$ cat src/btfl_pkg.sv
// Shared types, constants and helpers for the box transfer function lookup block.
package btfl_pkg;

  localparam int MaxBoxes = 16;
  localparam int IdxW     = $clog2(MaxBoxes);
  localparam int CntW     = $clog2(MaxBoxes + 1);
  localparam int MaxDim   = 1024;
  localparam int DimW     = 11;
  localparam int PixW     = 10;
  localparam int QW       = 17;
  localparam int QFrac    = 16;
  localparam int ByteW    = 8;
  localparam int RgbaW    = 4 * ByteW;
  localparam int MulAW    = 25;
  localparam int MulBW    = 17;
  localparam int ProdW    = MulAW + MulBW;
  localparam int AlphaSh  = 2 * QFrac;
  localparam int StepW    = 4;
  localparam int CmdW     = 2;
  localparam int StatW    = 2;
  localparam int CfgIdxW  = 2;
  localparam int CfgW     = 17;
  localparam int InDataW  = 160;
  localparam int OutDataW = RgbaW;

  localparam logic [ByteW-1:0] ByteMax  = 8'hFF;
  localparam logic [QW-1:0]    QOne     = 17'h10000;
  localparam logic [StepW-1:0] LastStep = StepW'(9);

  typedef enum logic [CmdW-1:0] {
    CMD_CLEAR = 2'd0,
    CMD_ADD   = 2'd1,
    CMD_QUERY = 2'd2
  } cmd_e;

  typedef enum logic [StatW-1:0] {
    ST_OK          = 2'd0,
    ST_FULL        = 2'd1,
    ST_NOT_COVERED = 2'd2
  } status_e;

  typedef enum logic [1:0] {
    S_IDLE,
    S_ADD,
    S_QRY,
    S_RES
  } state_e;

  typedef enum logic [CfgIdxW-1:0] {
    CFG_TEX_WIDTH  = 2'd0,
    CFG_TEX_HEIGHT = 2'd1,
    CFG_OPACITY    = 2'd2
  } cfg_idx_e;

  typedef struct packed {
    logic [DimW-1:0] x0;
    logic [DimW-1:0] x1;
    logic [DimW-1:0] y0;
    logic [DimW-1:0] y1;
  } bounds_t;

  // Texture size clamped to 1 .. MaxDim.
  function automatic logic [DimW-1:0] eff_size(input logic [DimW-1:0] v);
    logic [DimW-1:0] r;
    r = v;
    if (v == '0) r = DimW'(1);
    else if (v > DimW'(MaxDim)) r = DimW'(MaxDim);
    return r;
  endfunction

  function automatic logic [QW-1:0] sat_q(input logic [QW-1:0] c);
    return (c > QOne) ? QOne : c;
  endfunction

  // floor(q * size / 2^16), clipped to size.
  function automatic logic [DimW-1:0] to_pixel(input logic [ProdW-1:0] prod,
                                               input logic [DimW-1:0] size);
    logic [ProdW-QFrac-1:0] p;
    p = prod[ProdW-1:QFrac];
    return (p > (ProdW-QFrac)'(size)) ? size : p[DimW-1:0];
  endfunction

endpackage

$ cat src/box_transfer_function_lookup_top.sv
// Box color table: add boxes, rasterize pixel queries against the stored boxes.
//
// A user of this block writes colored boxes in normalized Q1.16 coordinates
// (cmd add) and queries single pixels (cmd query); the answer is the RGBA
// bytes of the most recently added box covering the pixel, or status
// not_covered. cmd clear empties the table of up to 16 boxes. All multiplies
// run on one shared 25x17 multiplier driven by a step counter; an add takes
// nine multiplier steps (four pixel bounds, four color bytes and a second
// pass for the opacity scaling), then the table write.
// A query reads the box table one entry per cycle, newest first, from a
// table with one write port and a registered read port, and ends early on
// the first hit; a pixel outside the texture or an empty table skips the
// table read, as do clear and the unused command code. The input is ready
// again from the edge that loads the result into the output register; a
// result waiting there does not block the next item. Texture sizes and
// opacity scale are read live, so write them only while the block is idle;
// stored bounds keep the size in force when the box was added.
module box_transfer_function_lookup_top
  import btfl_pkg::*;
(
  input  logic                 clk_i,
  input  logic                 rst_ni,
  // Input items
  input  logic                 s_axis_tvalid_i,
  output logic                 s_axis_tready_o,
  // tdata, lowest bit up: iso_x, iso_y, box_w, box_h, red, green, blue,
  // alpha (17 bits each), pix_x, pix_y (10 bits each), 4 zero bits
  input  logic [InDataW-1:0]   s_axis_tdata_i,
  // tuser: cmd
  input  logic [CmdW-1:0]      s_axis_tuser_i,
  // Result items
  output logic                 m_axis_tvalid_o,
  input  logic                 m_axis_tready_i,
  // tdata, lowest bit up: out_red, out_green, out_blue, out_alpha
  output logic [OutDataW-1:0]  m_axis_tdata_o,
  // tuser: status
  output logic [StatW-1:0]     m_axis_tuser_o,
  // Register writes
  input  logic                 cfg_we_i,
  input  logic [CfgIdxW-1:0]   cfg_idx_i,
  input  logic [CfgW-1:0]      cfg_data_i
);

  // ---------------------------------------------------------------------------
  // Input field slices
  // ---------------------------------------------------------------------------
  logic [QW-1:0]   in_iso_x, in_iso_y, in_box_w, in_box_h;
  logic [QW-1:0]   in_red, in_green, in_blue, in_alpha;
  logic [PixW-1:0] in_pix_x, in_pix_y;

  assign in_iso_x = s_axis_tdata_i[16:0];
  assign in_iso_y = s_axis_tdata_i[33:17];
  assign in_box_w = s_axis_tdata_i[50:34];
  assign in_box_h = s_axis_tdata_i[67:51];
  assign in_red   = s_axis_tdata_i[84:68];
  assign in_green = s_axis_tdata_i[101:85];
  assign in_blue  = s_axis_tdata_i[118:102];
  assign in_alpha = s_axis_tdata_i[135:119];
  assign in_pix_x = s_axis_tdata_i[145:136];
  assign in_pix_y = s_axis_tdata_i[155:146];

  // ---------------------------------------------------------------------------
  // Registers
  // ---------------------------------------------------------------------------
  logic [DimW-1:0]  tex_w_q, tex_h_q;
  logic [CfgW-1:0]  scale_q;
  logic [DimW-1:0]  w_eff, h_eff;

  state_e           state_q, state_d;
  logic [StepW-1:0] step_q;
  logic [CntW-1:0]  box_cnt_q;
  logic [CntW-1:0]  left_q;
  logic             rd_vld_q;
  logic             m_valid_q;
  logic [OutDataW-1:0] m_data_q;
  logic [StatW-1:0] m_user_q;

  // latched item
  logic [QW-1:0]    ix_q, iy_q, bw_q, bh_q, r_q, g_q, b_q, a_q;
  logic [PixW-1:0]  px_q, py_q;

  // shared multiplier
  logic [MulAW-1:0] op_a;
  logic [MulBW-1:0] op_b;
  logic [ProdW-1:0] prod_d, prod_q;

  // add accumulators and result staging
  bounds_t          bnd_acc_q;
  logic [RgbaW-1:0] rgba_acc_q;
  logic [StatW-1:0] res_status_q;
  logic [RgbaW-1:0] res_rgba_q;

  // box table
  bounds_t          bnd_mem [MaxBoxes];
  logic [RgbaW-1:0] rgba_mem [MaxBoxes];
  bounds_t          bnd_rd_q;
  logic [RgbaW-1:0] rgba_rd_q;
  logic [IdxW-1:0]  rd_addr;
  logic [CntW-1:0]  left_dec;

  // control
  logic             s_fire, out_free, rd_en, mem_we, res_take;
  logic             q_skip, tbl_full, hit;
  logic [ByteW-1:0] alpha_byte;
  logic [ProdW-AlphaSh-1:0] alpha_hi;

  assign w_eff    = eff_size(tex_w_q);
  assign h_eff    = eff_size(tex_h_q);
  assign s_fire   = s_axis_tvalid_i & s_axis_tready_o;
  assign out_free = ~m_valid_q | m_axis_tready_i;
  assign tbl_full = (box_cnt_q >= CntW'(MaxBoxes));

  // Query answered at once: pixel outside texture or nothing stored.
  assign q_skip = ({1'b0, in_pix_x} >= w_eff) || ({1'b0, in_pix_y} >= h_eff) ||
                  (box_cnt_q == '0);

  assign left_dec = left_q - CntW'(1);
  assign rd_addr  = left_dec[IdxW-1:0];

  assign hit = ({1'b0, px_q} >= bnd_rd_q.x0) && ({1'b0, px_q} < bnd_rd_q.x1) &&
               ({1'b0, py_q} >= bnd_rd_q.y0) && ({1'b0, py_q} < bnd_rd_q.y1);

  // ---------------------------------------------------------------------------
  // Multiplier operand select, one step per cycle
  //   0..3: pixel bounds x0, x1, y0, y1   4..7: c * 255   8: (a*255) * scale
  // ---------------------------------------------------------------------------
  always_comb begin
    op_a = '0;
    op_b = '0;
    case (step_q)
      4'd0: begin
        op_a = MulAW'(ix_q);
        op_b = MulBW'(w_eff);
      end
      4'd1: begin
        op_a = MulAW'({1'b0, ix_q} + {1'b0, bw_q});
        op_b = MulBW'(w_eff);
      end
      4'd2: begin
        op_a = MulAW'(iy_q);
        op_b = MulBW'(h_eff);
      end
      4'd3: begin
        op_a = MulAW'({1'b0, iy_q} + {1'b0, bh_q});
        op_b = MulBW'(h_eff);
      end
      4'd4: begin
        op_a = MulAW'(sat_q(r_q));
        op_b = MulBW'(ByteMax);
      end
      4'd5: begin
        op_a = MulAW'(sat_q(g_q));
        op_b = MulBW'(ByteMax);
      end
      4'd6: begin
        op_a = MulAW'(sat_q(b_q));
        op_b = MulBW'(ByteMax);
      end
      4'd7: begin
        op_a = MulAW'(sat_q(a_q));
        op_b = MulBW'(ByteMax);
      end
      4'd8: begin
        op_a = prod_q[MulAW-1:0];
        op_b = scale_q;
      end
      default: begin
        op_a = '0;
        op_b = '0;
      end
    endcase
  end

  assign prod_d = ProdW'(op_a) * ProdW'(op_b);

  // Alpha: floor(a*255*scale / 2^32), saturated to a byte.
  assign alpha_hi   = prod_q[ProdW-1:AlphaSh];
  assign alpha_byte = (alpha_hi > (ProdW-AlphaSh)'(ByteMax)) ? ByteMax
                                                             : alpha_hi[ByteW-1:0];

  // ---------------------------------------------------------------------------
  // Next state
  // ---------------------------------------------------------------------------
  always_comb begin
    state_d = state_q;
    case (state_q)
      S_IDLE: begin
        if (s_fire) begin
          case (cmd_e'(s_axis_tuser_i))
            CMD_ADD:   state_d = tbl_full ? S_RES : S_ADD;
            CMD_QUERY: state_d = q_skip ? S_RES : S_QRY;
            default:   state_d = S_RES;
          endcase
        end
      end
      S_ADD: begin
        if (step_q == LastStep) state_d = S_RES;
      end
      S_QRY: begin
        if (rd_vld_q && (hit || left_q == '0)) state_d = S_RES;
      end
      S_RES: begin
        if (out_free) state_d = S_IDLE;
      end
      default: state_d = S_IDLE;
    endcase
  end

  // ---------------------------------------------------------------------------
  // Control outputs
  // ---------------------------------------------------------------------------
  always_comb begin
    s_axis_tready_o = (state_q == S_IDLE);
    rd_en           = (state_q == S_QRY) && (left_q != '0);
    mem_we          = (state_q == S_ADD) && (step_q == LastStep);
    res_take        = (state_q == S_RES) && out_free;
  end

  // ---------------------------------------------------------------------------
  // Control registers
  // ---------------------------------------------------------------------------
  always_ff @(posedge clk_i or negedge rst_ni) begin
    if (!rst_ni) begin
      state_q   <= S_IDLE;
      step_q    <= '0;
      box_cnt_q <= '0;
      left_q    <= '0;
      rd_vld_q  <= 1'b0;
      m_valid_q <= 1'b0;
      tex_w_q   <= DimW'(256);
      tex_h_q   <= DimW'(256);
      scale_q   <= CfgW'(QOne);
    end else begin
      state_q <= state_d;

      if (cfg_we_i) begin
        case (cfg_idx_e'(cfg_idx_i))
          CFG_TEX_WIDTH:  tex_w_q <= cfg_data_i[DimW-1:0];
          CFG_TEX_HEIGHT: tex_h_q <= cfg_data_i[DimW-1:0];
          CFG_OPACITY:    scale_q <= cfg_data_i;
          default:        ;
        endcase
      end

      if (s_fire) begin
        step_q   <= '0;
        left_q   <= box_cnt_q;
        rd_vld_q <= 1'b0;
        if (cmd_e'(s_axis_tuser_i) == CMD_CLEAR) box_cnt_q <= '0;
      end

      if (state_q == S_ADD) step_q <= step_q + StepW'(1);
      if (mem_we) box_cnt_q <= box_cnt_q + CntW'(1);

      if (state_q == S_QRY) begin
        rd_vld_q <= rd_en;
        if (rd_en) left_q <= left_dec;
      end

      if (res_take) m_valid_q <= 1'b1;
      else if (m_axis_tready_i) m_valid_q <= 1'b0;
    end
  end

  // ---------------------------------------------------------------------------
  // Datapath registers
  // ---------------------------------------------------------------------------
  always_ff @(posedge clk_i) begin
    if (s_fire) begin
      ix_q <= in_iso_x;
      iy_q <= in_iso_y;
      bw_q <= in_box_w;
      bh_q <= in_box_h;
      r_q  <= in_red;
      g_q  <= in_green;
      b_q  <= in_blue;
      a_q  <= in_alpha;
      px_q <= in_pix_x;
      py_q <= in_pix_y;
      res_rgba_q <= '0;
      case (cmd_e'(s_axis_tuser_i))
        CMD_ADD:   res_status_q <= tbl_full ? ST_FULL : ST_OK;
        CMD_QUERY: res_status_q <= ST_NOT_COVERED;
        default:   res_status_q <= ST_OK;
      endcase
    end

    if (state_q == S_ADD) begin
      prod_q <= prod_d;
      // write back the step issued in the previous cycle
      case (step_q)
        4'd1: bnd_acc_q.x0 <= to_pixel(prod_q, w_eff);
        4'd2: bnd_acc_q.x1 <= to_pixel(prod_q, w_eff);
        4'd3: bnd_acc_q.y0 <= to_pixel(prod_q, h_eff);
        4'd4: bnd_acc_q.y1 <= to_pixel(prod_q, h_eff);
        4'd5: rgba_acc_q[ByteW-1:0]         <= prod_q[QFrac+ByteW-1:QFrac];
        4'd6: rgba_acc_q[2*ByteW-1:ByteW]   <= prod_q[QFrac+ByteW-1:QFrac];
        4'd7: rgba_acc_q[3*ByteW-1:2*ByteW] <= prod_q[QFrac+ByteW-1:QFrac];
        default: ;
      endcase
      if (mem_we) res_status_q <= ST_OK;
    end

    if (state_q == S_QRY && rd_vld_q && hit) begin
      res_status_q <= ST_OK;
      res_rgba_q   <= rgba_rd_q;
    end

    if (res_take) begin
      m_data_q <= res_rgba_q;
      m_user_q <= res_status_q;
    end
  end

  // ---------------------------------------------------------------------------
  // Box table: one write port, one registered read port
  // ---------------------------------------------------------------------------
  always_ff @(posedge clk_i) begin
    if (mem_we) begin
      bnd_mem[box_cnt_q[IdxW-1:0]]  <= bnd_acc_q;
      rgba_mem[box_cnt_q[IdxW-1:0]] <= {alpha_byte, rgba_acc_q[3*ByteW-1:0]};
    end
    if (rd_en) begin
      bnd_rd_q  <= bnd_mem[rd_addr];
      rgba_rd_q <= rgba_mem[rd_addr];
    end
  end

  assign m_axis_tvalid_o = m_valid_q;
  assign m_axis_tdata_o  = m_data_q;
  assign m_axis_tuser_o  = m_user_q;

endmodule

$ cat config.mk
export PLATFORM = sky130hd
export DESIGN_NAME = box_transfer_function_lookup_top
export DESIGN_NICKNAME = d
export VERILOG_FILES = /design/src/btfl_pkg.sv /design/src/box_transfer_function_lookup_top.sv
export SDC_FILE = /design/constraint.sdc
export NUM_CORES = 2
export LEC_CHECK = 0
export BUFFER_PORTS_ARGS = -buffer_cell sky130_fd_sc_hd__buf_4
export CORE_MARGIN = 2
export CORE_UTILIZATION = 60
export CTS_CLUSTER_DIAMETER = 150
export DETAILED_ROUTE_END_ITERATION = 8
export GPL_ROUTABILITY_DRIVEN = 0
export PLACE_DENSITY = 0.85
export SYNTH_ARGS = -nofsm -noshare
export SYNTH_HDL_FRONTEND = slang
export SYNTH_SLANG_ARGS = --single-unit
$ cat constraint.sdc
create_clock -name clk_i -period 22.2 [get_ports clk_i]
set_input_delay 2.22 -clock clk_i [delete_from_list [all_inputs] [get_ports clk_i]]
set_output_delay 2.22 -clock clk_i [all_outputs]
set_load 0.02 [all_outputs]
==> out/metrics.cfg <==
[layout]
final_cells = 6876
drive_above_1_share = 0.196
final_area_sq_um = 88700
nNetsFinal = 5763
synthToLayoutAreaGrowth_pct = 11.4
nFillCells = 8078

[hold_path]
hold-path-cell-count = 0
min_from = res_rgba_q[29]$_SDFFCE_PN0P_
holdCritPathClass = register to register
holdPathEnd = m_axis_tdata_o[29]$_DFFE_PP_

[route]
wire_per_inst_um = 31.5
antenna_left = 0
num_vias = 46000
drt-initial-drc-count = 6812
first_pass_iters = 8
drc = 0
wl_mm = 217
viasPerCell = 6.69

[critical_path]
critical_path_class = register to register
path_buf_inv = 3
slowest_delay_ns = 0.79
crit_path_top_delay_cell = a2111o_1
worstPathRequired_ns = 22.74
crit_path_end_kind = register
r2r-end = prod_q[37]$_DFFE_PP_
crit-reg2reg-launch = step_q[0]$_DFFE_PN0P_
critPathMaxFanout = 52
path_delay_family = adder cells
cp_common_cell = fa_1
crit_chain = inv_1, ha_1, and3b_2, buf_4, and2_1, a2111o_1, nand2_1, fa_1, fa_1, fa_1, fa_1, inv_1, fa_1, fa_1, ha_1, a21o_1, nor2b_1, o21ai_0, o21a_1, or3b_1, a41o_1, a211oi_2, xnor2_1
startpoint_type = register
crit_arrival_ns = 10.25
worstRegToRegCells = 23
rrSetupSlack_ns = 12.49

[global_routing]
grt_usage = 0.326
grt_pass1_wl_mm = 319
grt_pass1_vias = 47400
antenna_found_initial = 14
grt_max_degree = 169
grt_overflow_total = 0

[synthesis]
ys_types = 91
synth-warning-count = 0
syn_nets = 5493
async_flop_share = 0.0339
synth_seq_cells = 1683
syn_inst = 4715
synth-seq-area-share = 0.631
syn_area_per_cell_sq_um = 16.9
synth_edf_count = 1624
syn_area_sq_um = 79600
dominantRegCellSynth = edfxtp_1

[power_and_ir_drop]
total_power_mw = 14.8
vdd_ir_drop_max_uv = 315
powerDensity_nw_per_um2 = 167
leakage_nw = 32.4

[floorplanning]
core_sq_um = 132000
die_x_um = 368
ioPinCount = 222
die_area_sq_um = 136000
die-height_um = 368
initial_core_util = 0.605
rows = 133

[sta]
tns_ns = 0
slew_headroom = 0.0803
finalCritPeriodShare = 0.437
max_freq_mhz = 103
fin_ws_ns = 12.49
drv_slew = 0
min_period_ns = 9.71
rsz0062_at_grt = no
setup_violations = 0
worst_pin_slew_ns = 1.38
skew_ns = 0.0441
final_hold_viol_count = 0

[clock_network]
htreeDepth = 4
cts_buffer_depth = 3
cts.repair.resized = 0
cts_hold_buf = 0
cts_buffers = 162
cts_setup_buffers = 0
clock_latency_ns = 0.80
cts_tree = yes
cts.clk_slew.worst_paths_ns = 0.07
cts-root-buf = clkbuf_16
cts_sinks = 1683

[placement]
dp.cells = 6576
dpl_cell_area_sq_um = 83500
portBuffers = 217
dp_hpwl_mm = 126
dpl_worst_slack_ns = 12.93

[job]
drv_cap = 0

[status]
status = finished, final reports clean

-- kinds of logic (layout without fill, tap and decap cells) --
kind of cell	after synthesis	count (layout)	synth area share
other cells	0	5	0
fa+ha+maj	592	592	0.126
flops	1683	1683	0.631
compound gates	440	440	0.0378
simple gates	830	830	0.0502
buf+inv	663	1064	0.0323
xor+xnor	57	57	0.00627
mux	450	450	0.117
-- layer usage --
layer  global-route usage  up-vias  share of wire
li1                     -    18300              -
met1                0.425    23400           0.34
met2                0.522     3558           0.49
met3               0.0916      684           0.13
met4                0.134       14          0.046
met5                    0        -        0.00040
-- stage by stage --
step,util,hold WS [ns]
final,0.674,0.410
after global routing,0.674,0.425
after CTS,0.674,0.412
after detailed placement,0.635,0.405
after global placement,0.635,0.401
after floorplan,-,0.400
-- cells in the mapped netlist (6+ instances only) --
master	number	area share
edfxtp_1	1624	0.61
inv_1	470	0.022
mux4_2	380	0.11
nand2_1	372	0.018
fa_1	346	0.087
ha_1	246	0.039
clkbuf_1	119	0.0056
a21oi_1	117	0.0074
nor2_1	100	0.0047
and2_1	88	0.0069
o21ai_0	81	0.0051
buf_2	54	0.0034
dfrtp_1	54	0.017
nor2b_1	50	0.0039
mux2_2	45	0.0064
and3_1	42	0.0033
a21o_1	40	0.0038
xnor2_1	35	0.0038
nand3_1	34	0.0021
nand2b_1	33	0.0026
nor4_1	27	0.0021
mux2i_1	25	0.0031
a222oi_1	23	0.0029
xor2_1	22	0.0024
a211oi_1	21	0.0020
a31oi_1	20	0.0016
nand4_1	19	0.0015
nor3_1	19	0.0012
o21a_1	17	0.0016
buf_1	15	0.00071
or3_1	11	0.00086
a22oi_1	10	0.00094
a221oi_1	8	0.00088
o21ai_1	8	0.00050
o211ai_1	7	0.00066
o21bai_1	7	0.00066
o31ai_1	7	0.00066
a22o_1	6	0.00066
-- worst max-delay path by stage --
stage	startpoint	end	slack, ns	depth (start not counted)
finish	step_q[0]$_DFFE_PN0P_	prod_q[37]$_DFFE_PP_	12.49	23
global route	step_q[1]$_DFFE_PN0P_	prod_q[40]$_DFFE_PP_	12.12	25
CTS	step_q[0]$_DFFE_PN0P_	prod_q[37]$_DFFE_PP_	12.88	23
detailed placement	step_q[0]$_DFFE_PN0P_	prod_q[37]$_DFFE_PP_	12.93	24
global placement	step_q[0]$_DFFE_PN0P_	prod_q[37]$_DFFE_PP_	12.95	23
floorplan	state_q[1]$_DFFE_PN0P_	bnd_mem[1][0]$_DFFE_PP_	11.53	5
-- worst register-to-register path: stages (launching register included) --
cell and delay (ns):
dfrtp_1 0.45, inv_1 0.11, ha_1 0.69, and3b_2 0.57, buf_4 0.56, and2_1 0.28
a2111o_1 0.79, nand2_1 0.21, fa_1 0.52, fa_1 0.60, fa_1 0.48, fa_1 0.57
inv_1 0.06, fa_1 0.52, fa_1 0.48, ha_1 0.37, a21o_1 0.29, nor2b_1 0.17
o21ai_0 0.36, o21a_1 0.33, or3b_1 0.46, a41o_1 0.26, a211oi_2 0.24, xnor2_1 0.08
-- layout by cell type, fill, tap and decap left out, drive strengths merged, types with 42 or more instances in the layout --
master,count
nor2,100
buf,298
edfxtp,1624
mux4,380
fa,346
and3,42
mux2,45
clkinv,69
dfrtp,54
nand2,372
and2,93
o21ai,90
ha,246
nor2b,50
clkbuf,204
inv,477
a21oi,118
-- state kept, by name, summed over array words and instances (netlist names), 11 cells and up --
signal / flops
rgba_rd_q: 32
ix_q: 17
bw_q: 17
bnd_rd_q: 44
bnd_acc_q: 44
scale_q: 17
b_q: 17
r_q: 17
m_axis_tdata_o: 32
tex_w_q: 11
tex_h_q: 11
rgba_acc_q: 24
bh_q: 17
bnd_mem: 704
g_q: 17
res_rgba_q: 32
rgba_mem: 512
prod_q: 42
iy_q: 17
a_q: 17
-- power by group --
group,switching (mW),internal (mW)
clock network,1.22,1.52
logic,4.66,3.14
registers,0.200,4.08
-- layout make-up --
cell class,count,area [sq um],area share
repair buffers,298,2290,0.0258
flip-flops and latches,1683,50200,0.566
multi-input cells,2369,27000,0.305
clock inverters,91,911,0.0103
well taps,1755,2200,0.0248
inverters,471,1780,0.0200
clock buffers,204,4280,0.0482
diodes,5,12.5,0.000141
No activity file was read; power rests on OpenSTA's default activity.
